$ cat src/hw/rtl/lbpp_pkg.sv
// ----------------------------------------------------------------------------
// lbpp_pkg: shared types and constants of the LED blink pattern player
// Request and result words, request codes, pattern symbol codes and the
// pattern store geometry.
// ----------------------------------------------------------------------------
package lbpp_pkg;

	// Pattern store geometry
	localparam int PATTERN_DEPTH = 512;
	localparam int IDX_W         = 9;
	localparam int ADDR_W        = (PATTERN_DEPTH > 1) ? $clog2(PATTERN_DEPTH) : 1;
	localparam int LEN_W         = $clog2(PATTERN_DEPTH + 1);
	localparam int WIDE_W        = ((ADDR_W > IDX_W) ? ADDR_W : IDX_W) + 1;
	localparam int HOLD_W        = 4;

	// Request codes
	localparam logic [1:0] REQ_TICK   = 2'd0;
	localparam logic [1:0] REQ_LOAD   = 2'd1;
	localparam logic [1:0] REQ_STEADY = 2'd2;

	// Pattern symbols
	localparam logic [7:0] SYM_STOP      = 8'h2E; // '.'
	localparam logic [7:0] SYM_SEC_ON    = 8'h55; // 'U'
	localparam logic [7:0] SYM_SEC_OFF   = 8'h75; // 'u'
	localparam logic [7:0] SYM_OFF_FIRST = 8'h61; // 'a'
	localparam logic [7:0] SYM_OFF_LAST  = 8'h6A; // 'j'
	localparam logic [7:0] SYM_ON_FIRST  = 8'h41; // 'A'
	localparam logic [7:0] SYM_ON_LAST   = 8'h4A; // 'J'
	localparam logic [HOLD_W-1:0] HOLD_MASK = 4'hF;

	typedef struct packed {
		logic [1:0]       req_type;
		logic [31:0]      current_second;
		logic [7:0]       pattern_symbol;
		logic [IDX_W-1:0] symbol_index;
		logic             last_symbol;
		logic             steady_level;
	} req_t;

	typedef struct packed {
		logic led_level;
		logic level_driven;
		logic blinking;
		logic load_error;
	} rsp_t;

endpackage

$ cat src/hw/rtl/led_blink_pattern_player.sv
// ----------------------------------------------------------------------------
// led_blink_pattern_player: plays a stored blink pattern on one LED
// Load words fill the pattern store, tick words step playback, steady words
// force a fixed level. One result word per request word.
// ----------------------------------------------------------------------------
// Pipeline: a request word is registered in stage 1 at accept, and its result word in the output register.
// Throughput: one word per cycle while no stall holds the flow; the single pattern memory
//   read per word is addressed with the play position as left by the word one stage ahead.
// Reset: arst_n clears playback state and both pipeline valids at once; the
//   pattern store is not cleared and holds garbage until written.
module led_blink_pattern_player (
	input  logic            clk,
	input  logic            arst_n,
	input  logic            req_valid,
	output logic            req_stall,
	input  lbpp_pkg::req_t  req_word,
	output logic            rsp_valid,
	input  logic            rsp_stall,
	output lbpp_pkg::rsp_t  rsp_word
);

	localparam int AW = lbpp_pkg::ADDR_W;
	localparam int LW = lbpp_pkg::LEN_W;
	localparam int WW = lbpp_pkg::WIDE_W;
	localparam int HW = lbpp_pkg::HOLD_W;

	// Pattern store and stage 1 registers
	logic [7:0]     mem [lbpp_pkg::PATTERN_DEPTH];
	logic [7:0]     rdata_s1;
	logic           valid_s1;
	lbpp_pkg::req_t req_s1;

	// Playback state
	logic [AW-1:0] pos_q;
	logic [LW-1:0] len_q;
	logic [HW-1:0] hold_q;
	logic [31:0]   lsec_q;
	logic          play_q;

	logic [AW-1:0] pos_n;
	logic [LW-1:0] len_n;
	logic [HW-1:0] hold_n;
	logic [31:0]   lsec_n;
	logic          play_n;
	lbpp_pkg::rsp_t rsp_n;

	logic          adv_s1;
	logic          accept;
	logic          wr_en;
	logic [WW-1:0] widx_in;
	logic [WW-1:0] widx_s1;
	logic          range_s1;
	logic [LW-1:0] pos_inc;
	logic          advance;

	// Handshake
	assign adv_s1    = valid_s1 && (!rsp_valid || !rsp_stall);
	assign req_stall = valid_s1 && !adv_s1;
	assign accept    = req_valid && !req_stall;

	// Store write at accept, for in-range load words
	assign widx_in = WW'(req_word.symbol_index);
	assign wr_en   = accept && (req_word.req_type == lbpp_pkg::REQ_LOAD) &&
		(widx_in < WW'(lbpp_pkg::PATTERN_DEPTH));

	// Memory: write at load index, read at the next play position
	always_ff @(posedge clk) begin
		if (wr_en) begin
			mem[widx_in[AW-1:0]] <= req_word.pattern_symbol;
		end
		if (accept) begin
			rdata_s1 <= mem[pos_n];
		end
	end

	// Stage 1 word register
	always_ff @(posedge clk or negedge arst_n) begin
		if (!arst_n) begin
			valid_s1 <= 1'b0;
		end else if (accept) begin
			valid_s1 <= 1'b1;
		end else if (adv_s1) begin
			valid_s1 <= 1'b0;
		end
	end

	always_ff @(posedge clk) begin
		if (accept) begin
			req_s1 <= req_word;
		end
	end

	// Word evaluation against playback state
	assign widx_s1  = WW'(req_s1.symbol_index);
	assign range_s1 = widx_s1 < WW'(lbpp_pkg::PATTERN_DEPTH);
	assign pos_inc  = LW'(pos_q) + LW'(1);

	always_comb begin
		pos_n   = pos_q;
		len_n   = len_q;
		hold_n  = hold_q;
		lsec_n  = lsec_q;
		play_n  = play_q;
		rsp_n   = '0;
		advance = 1'b0;
		if (valid_s1) begin
			case (req_s1.req_type)
				lbpp_pkg::REQ_LOAD: begin
					if (!range_s1) begin
						rsp_n.load_error = 1'b1;
					end else if (req_s1.last_symbol) begin
						len_n  = LW'(widx_s1 + WW'(1));
						pos_n  = '0;
						hold_n = '0;
						play_n = 1'b1;
					end
				end
				lbpp_pkg::REQ_STEADY: begin
					play_n             = 1'b0;
					hold_n             = '0;
					rsp_n.led_level    = req_s1.steady_level;
					rsp_n.level_driven = 1'b1;
				end
				lbpp_pkg::REQ_TICK: begin
					if (play_q) begin
						if (hold_q != '0) begin
							hold_n = hold_q - HW'(1);
						end else begin
							advance = 1'b1;
							if (rdata_s1 == lbpp_pkg::SYM_STOP) begin
								play_n  = 1'b0;
								advance = 1'b0;
							end else if (rdata_s1 == lbpp_pkg::SYM_SEC_ON ||
								rdata_s1 == lbpp_pkg::SYM_SEC_OFF) begin
								if (lsec_q == req_s1.current_second) begin
									advance = 1'b0;
								end else begin
									lsec_n             = req_s1.current_second;
									rsp_n.led_level    = (rdata_s1 == lbpp_pkg::SYM_SEC_ON);
									rsp_n.level_driven = 1'b1;
								end
							end else if (rdata_s1 inside
								{[lbpp_pkg::SYM_OFF_FIRST:lbpp_pkg::SYM_OFF_LAST]}) begin
								rsp_n.level_driven = 1'b1;
								hold_n = (rdata_s1[HW-1:0] - HW'(1)) & lbpp_pkg::HOLD_MASK;
							end else if (rdata_s1 inside
								{[lbpp_pkg::SYM_ON_FIRST:lbpp_pkg::SYM_ON_LAST]}) begin
								rsp_n.led_level    = 1'b1;
								rsp_n.level_driven = 1'b1;
								hold_n = (rdata_s1[HW-1:0] - HW'(1)) & lbpp_pkg::HOLD_MASK;
							end
							// wrap at pattern end
							if (advance) begin
								pos_n = (pos_inc >= len_q) ? '0 : pos_inc[AW-1:0];
							end
						end
					end
				end
				default: begin
				end
			endcase
			rsp_n.blinking = play_n;
		end
	end

	// State update
	always_ff @(posedge clk or negedge arst_n) begin
		if (!arst_n) begin
			pos_q  <= '0;
			len_q  <= '0;
			hold_q <= '0;
			lsec_q <= '0;
			play_q <= 1'b0;
		end else if (adv_s1) begin
			pos_q  <= pos_n;
			len_q  <= len_n;
			hold_q <= hold_n;
			lsec_q <= lsec_n;
			play_q <= play_n;
		end
	end

	// Output register
	always_ff @(posedge clk or negedge arst_n) begin
		if (!arst_n) begin
			rsp_valid <= 1'b0;
		end else if (adv_s1) begin
			rsp_valid <= 1'b1;
		end else if (!rsp_stall) begin
			rsp_valid <= 1'b0;
		end
	end

	always_ff @(posedge clk) begin
		if (adv_s1) begin
			rsp_word <= rsp_n;
		end
	end

	// Checks
	a_hold_implies_play: assert property (@(posedge clk) disable iff (!arst_n)
		(hold_q != '0) |-> play_q)
		else $error("hold count nonzero while not playing");

	a_pos_in_pattern: assert property (@(posedge clk) disable iff (!arst_n)
		play_q |-> (LW'(pos_q) < len_q))
		else $error("play position beyond pattern length");

	// read data may be unknown when an unwritten entry was fetched, so compare exactly
	a_s1_holds: assert property (@(posedge clk) disable iff (!arst_n)
		(valid_s1 && !adv_s1) |=>
		(valid_s1 && $stable(req_s1) && (rdata_s1 === $past(rdata_s1))))
		else $error("stage 1 word changed while stalled");

	a_level_driven: assert property (@(posedge clk) disable iff (!arst_n)
		(rsp_valid && rsp_word.led_level) |-> rsp_word.level_driven)
		else $error("led level set without being driven");

endmodule

$ cat config.mk
export PLATFORM = sky130hd
export DESIGN_NAME = led_blink_pattern_player
export DESIGN_NICKNAME = d
export VERILOG_FILES = /design/src/hw/rtl/lbpp_pkg.sv /design/src/hw/rtl/led_blink_pattern_player.sv
export SDC_FILE = /design/constraint.sdc
export NUM_CORES = 2
export LEC_CHECK = 0
export BUFFER_PORTS_ARGS = -buffer_cell sky130_fd_sc_hd__buf_2
export CELL_PAD_IN_SITES_DETAIL_PLACEMENT = 2
export CELL_PAD_IN_SITES_GLOBAL_PLACEMENT = 2
export CORE_MARGIN = 3
export CORE_UTILIZATION = 42
export DETAILED_ROUTE_END_ITERATION = 8
export PLACE_DENSITY_LB_ADDON = 0.1
export SYNTH_ARGS = -nofsm -noshare
export SYNTH_HDL_FRONTEND = slang
export SYNTH_SLANG_ARGS = --single-unit
$ cat constraint.sdc
create_clock -name clk -period 5.2 [get_ports clk]
set_input_delay 0.78 -clock clk [delete_from_list [all_inputs] [get_ports clk]]
set_output_delay 0.78 -clock clk [all_outputs]
set_load 0.05 [all_outputs]
==> impl_metrics.toml <==
[timing]
setup_viol = 8
maxSlewHeadroom_pct = 15.2
final.setup.worst_slack_ns = -0.737
rsz0062_at_grt = "yes"
min_period_ns = 5.94
finalSetupTns_ns = -4.87
min_period_over_period_pct = 114
worst-slew-pin-transition_ns = 1.27
fmax_mhz = 168
worst_clock_skew_ns = 0.0501
drv_slew = 0
hold_slack_ns = 0.0830
hold_violations = 0

[layout]
drive_above_1_share_pct = 23.7
fin_area_um2 = 212000
areaGrowthSynthToFinish_pct = 23.4
post-route-util_pct = 52.1
nFillCells = 37477
finalNetCount = 14321

[clocking]
clockBufferDepth = 4
path_clk_slew_ns = 0.07
cts-root-buf = "clkbuf_16"
htreeDepth = 5
numCtsBuffers = 458
cts_tree = "done"
clock_sinks = 4210
clk_latency_ns = 1.02

[floorplan]
core_um2 = 407000
pin_count = 63
fp.dieW_um = 645
start_util_pct = 42.2
die_h_um = 645
rows = 234
die_area_um2 = 417000

[synth]
synth_area_per_cell_um2 = 13.7
synthTopCellsByArea = "edfxtp_1 73%, nand2_1 6.3%, nand3_1 2.4%"
yosysWarnings = 0
yosysSeqAreaShare_pct = 73.4
ys_top_cells_by_count = "4152 x edfxtp_1, 2890 x nand2_1, 835 x nand3_1"
ys.flop_type = "edfxtp_1"
synthesis.area_um2 = 172000
async_flop_share_pct = 1.38
synthesis.nets = 12614
yosysUniqueCellTypes = 105
synth_top_area_share_pct = 72.6
synth_seq_cells = 4210
synth_top_area_cell = "edfxtp_1"
synth_edf_count = 4152
synth_most_common_cell = "edfxtp_1"
netlist_instances = 12544

[global_route]
antenna_found_initial = 60
grt_max_degree = 169
grt_pass1_vias = 132684
grt.total_usage_pct = 36.5
grt_pass1_wl_um = 1080000
grt_overflow = 0

[detailed_routing]
route.detailed.drc = 0
via_per_inst = 6.26
firstDrtPassIters = 7
vias = 125733
detail_route.wl_per_cell_um = 38.6
detail-route-antenna-nets = 0
drt-initial-drc-count = 15410
finalWirelength_um = 777000

[power_and_ir_drop]
p_total_mw = 97.8
peakVddDrop_mv = 0.338
p_per_area_nw_per_um2 = 462
leakage_nw = 75.4

[outcome]
status = "finished with violations"
violations = "setup timing"

[critical_path]
criticalPathCategory = "reg2reg"
critPathMaxFanout = 12
cp.arrival_ns = 6.78
required_ns = 6.04
start_kind = "flip-flop"
end_kind = "flip-flop"

[placed_design]
routabilityCongestion = 0.919
dpl-instance-area_um2 = 192000
port-buffer-count = 61
hpwlAfterDp_um = 506000

[run]
maxCapViolCount = 0

[min_path]
min_path_type = "in2reg"
## layout by cell type, fill, tap and decap left out, drive strengths merged, types with 19 or more instances in the layout
cell type / count
nor2: 627
a22oi: 44
xnor2: 21
o221ai: 67
o32ai: 19
edfxtp: 4152
mux2: 357
nor4: 61
nand3: 838
or3: 22
bufinv: 31
a21oi: 478
buf: 2023
clkinv: 222
clkbuf: 584
a2111oi: 64
inv: 26
o22ai: 72
a211oi: 83
and3: 258
or4: 23
mux2i: 326
a31oi: 179
xor2: 24
dfrtp: 58
a311oi: 44
a21boi: 27
o21ai: 305
dlygate4sd3: 38
nand2: 2891
a211o: 19
a221oi: 182
diode: 28
nand4: 72
nor3: 135
a32oi: 22
## per-layer routing
layer / track usage [%] / routed length [um] / up-vias
met2: 59.1 / 368000 / 6416
met5: 0 / 207 / -
met4: 21.5 / 52400 / 26
met3: 6.60 / 63300 / 1842
met1: 46.0 / 293000 / 66834
li1: - / - / 50615
## state kept, by name, indices dropped and copies added (netlist names)
| signal | flops |
|---|---|
| hold_q | 4 |
| len_q | 10 |
| lsec_q | 32 |
| mem | 4096 |
| play_q | 1 |
| pos_q | 9 |
| rdata_s1 | 8 |
| req_s1 | 45 |
| rsp_valid | 1 |
| rsp_word | 3 |
| valid_s1 | 1 |
## report_power, final
group	leakage [nW]	switching [mW]	internal, mW
Combinational	30.2	17.5	10.4
Clock	7.10	14.3	18.1
Sequential	38.1	0.114	37.4
## layout make-up
type                            instances  area, um2  share of cell area, %
Antenna cell                           28       70.1                 0.0331
Clock inverter                        269       2190                   1.03
Tap cell                             5428       6790                   3.20
Sequential cell                      4210     126000                   59.5
Multi-Input combinational cell       7481      43700                   20.6
Inverter                               17       63.8                 0.0301
Timing Repair Buffer                 2083      20700                   9.78
Clock buffer                          578      12200                   5.78
## worst paths after layout
check | from | end | slack (ns) | cells past startpoint
max | pos_q[0]$_DFFE_PN0P_ | rdata_s1[3]$_DFFE_PP_ | -0.74 | 26
min | rsp_stall | rsp_valid$_DFFE_PN0P_ | 0.08 | 3
max reg2reg | pos_q[0]$_DFFE_PN0P_ | rdata_s1[3]$_DFFE_PP_ | -0.74 | 26
min reg2reg | lsec_q[25]$_DFFE_PN0P_ | lsec_q[25]$_DFFE_PN0P_ | 0.53 | 1
max in group asynchronous | arst_n | lsec_q[26]$_DFFE_PN0P_ | 4.09 | 3
min in group asynchronous | arst_n | pos_q[3]$_DFFE_PN0P_ | 0.52 | 3
## through the flow
step / std cells / setup WS [ns]
global placement: 19016 / -1.89
CTS: 20011 / -0.558
finish: 20094 / -0.737
floorplan: 12544 / 0.282
detailed placement: 19016 / -1.93
global route: 20069 / -0.792
## kinds of logic (layout without fill, tap and decap cells)
kind of cell,Yosys count,after routing,share of synthesized area [%]
mux,683,683,4.24
other cells,1,29,0.00218
fa+ha+maj,13,13,0.0947
compound gates,1730,1730,6.66
xor+xnor,45,45,0.230
simple gates,5009,5009,12.6
flops,4210,4210,73.4
buf+inv,853,2947,2.74
## worst max-delay path, stage by stage (launching register included)
cell	delay [ns]
dfrtp_1	0.42
ha_2	0.22
and3_4	0.21
nand3_4	0.11
nor2_4	0.15
xor2_2	0.16
ha_1	0.27
nand4_1	0.15
or2_4	0.16
o221a_4	0.20
nand2_4	0.07
buf_6	0.12
buf_6	0.11
or3_4	0.42
nand2_8	0.21
buf_16	0.22
buf_12	0.17
buf_4	0.14
buf_4	0.13
nand2_1	0.05
a21oi_1	0.19
nor3_1	0.13
buf_4	0.16
o21ai_0	0.25
nand4_1	0.25
or4_4	0.77
nand4_1	0.24
## what timing repair did
action                     in CTS  in global routing
cloned                         18                  6
pin swaps                      71                 59
setup buffers                  97                 50
hold endpoints to repair       95                  0
gates resized for setup       522                128
hold buffers                   38                  0
setup endpoints to repair       8                  8
No activity file was read; power rests on OpenSTA's default activity.
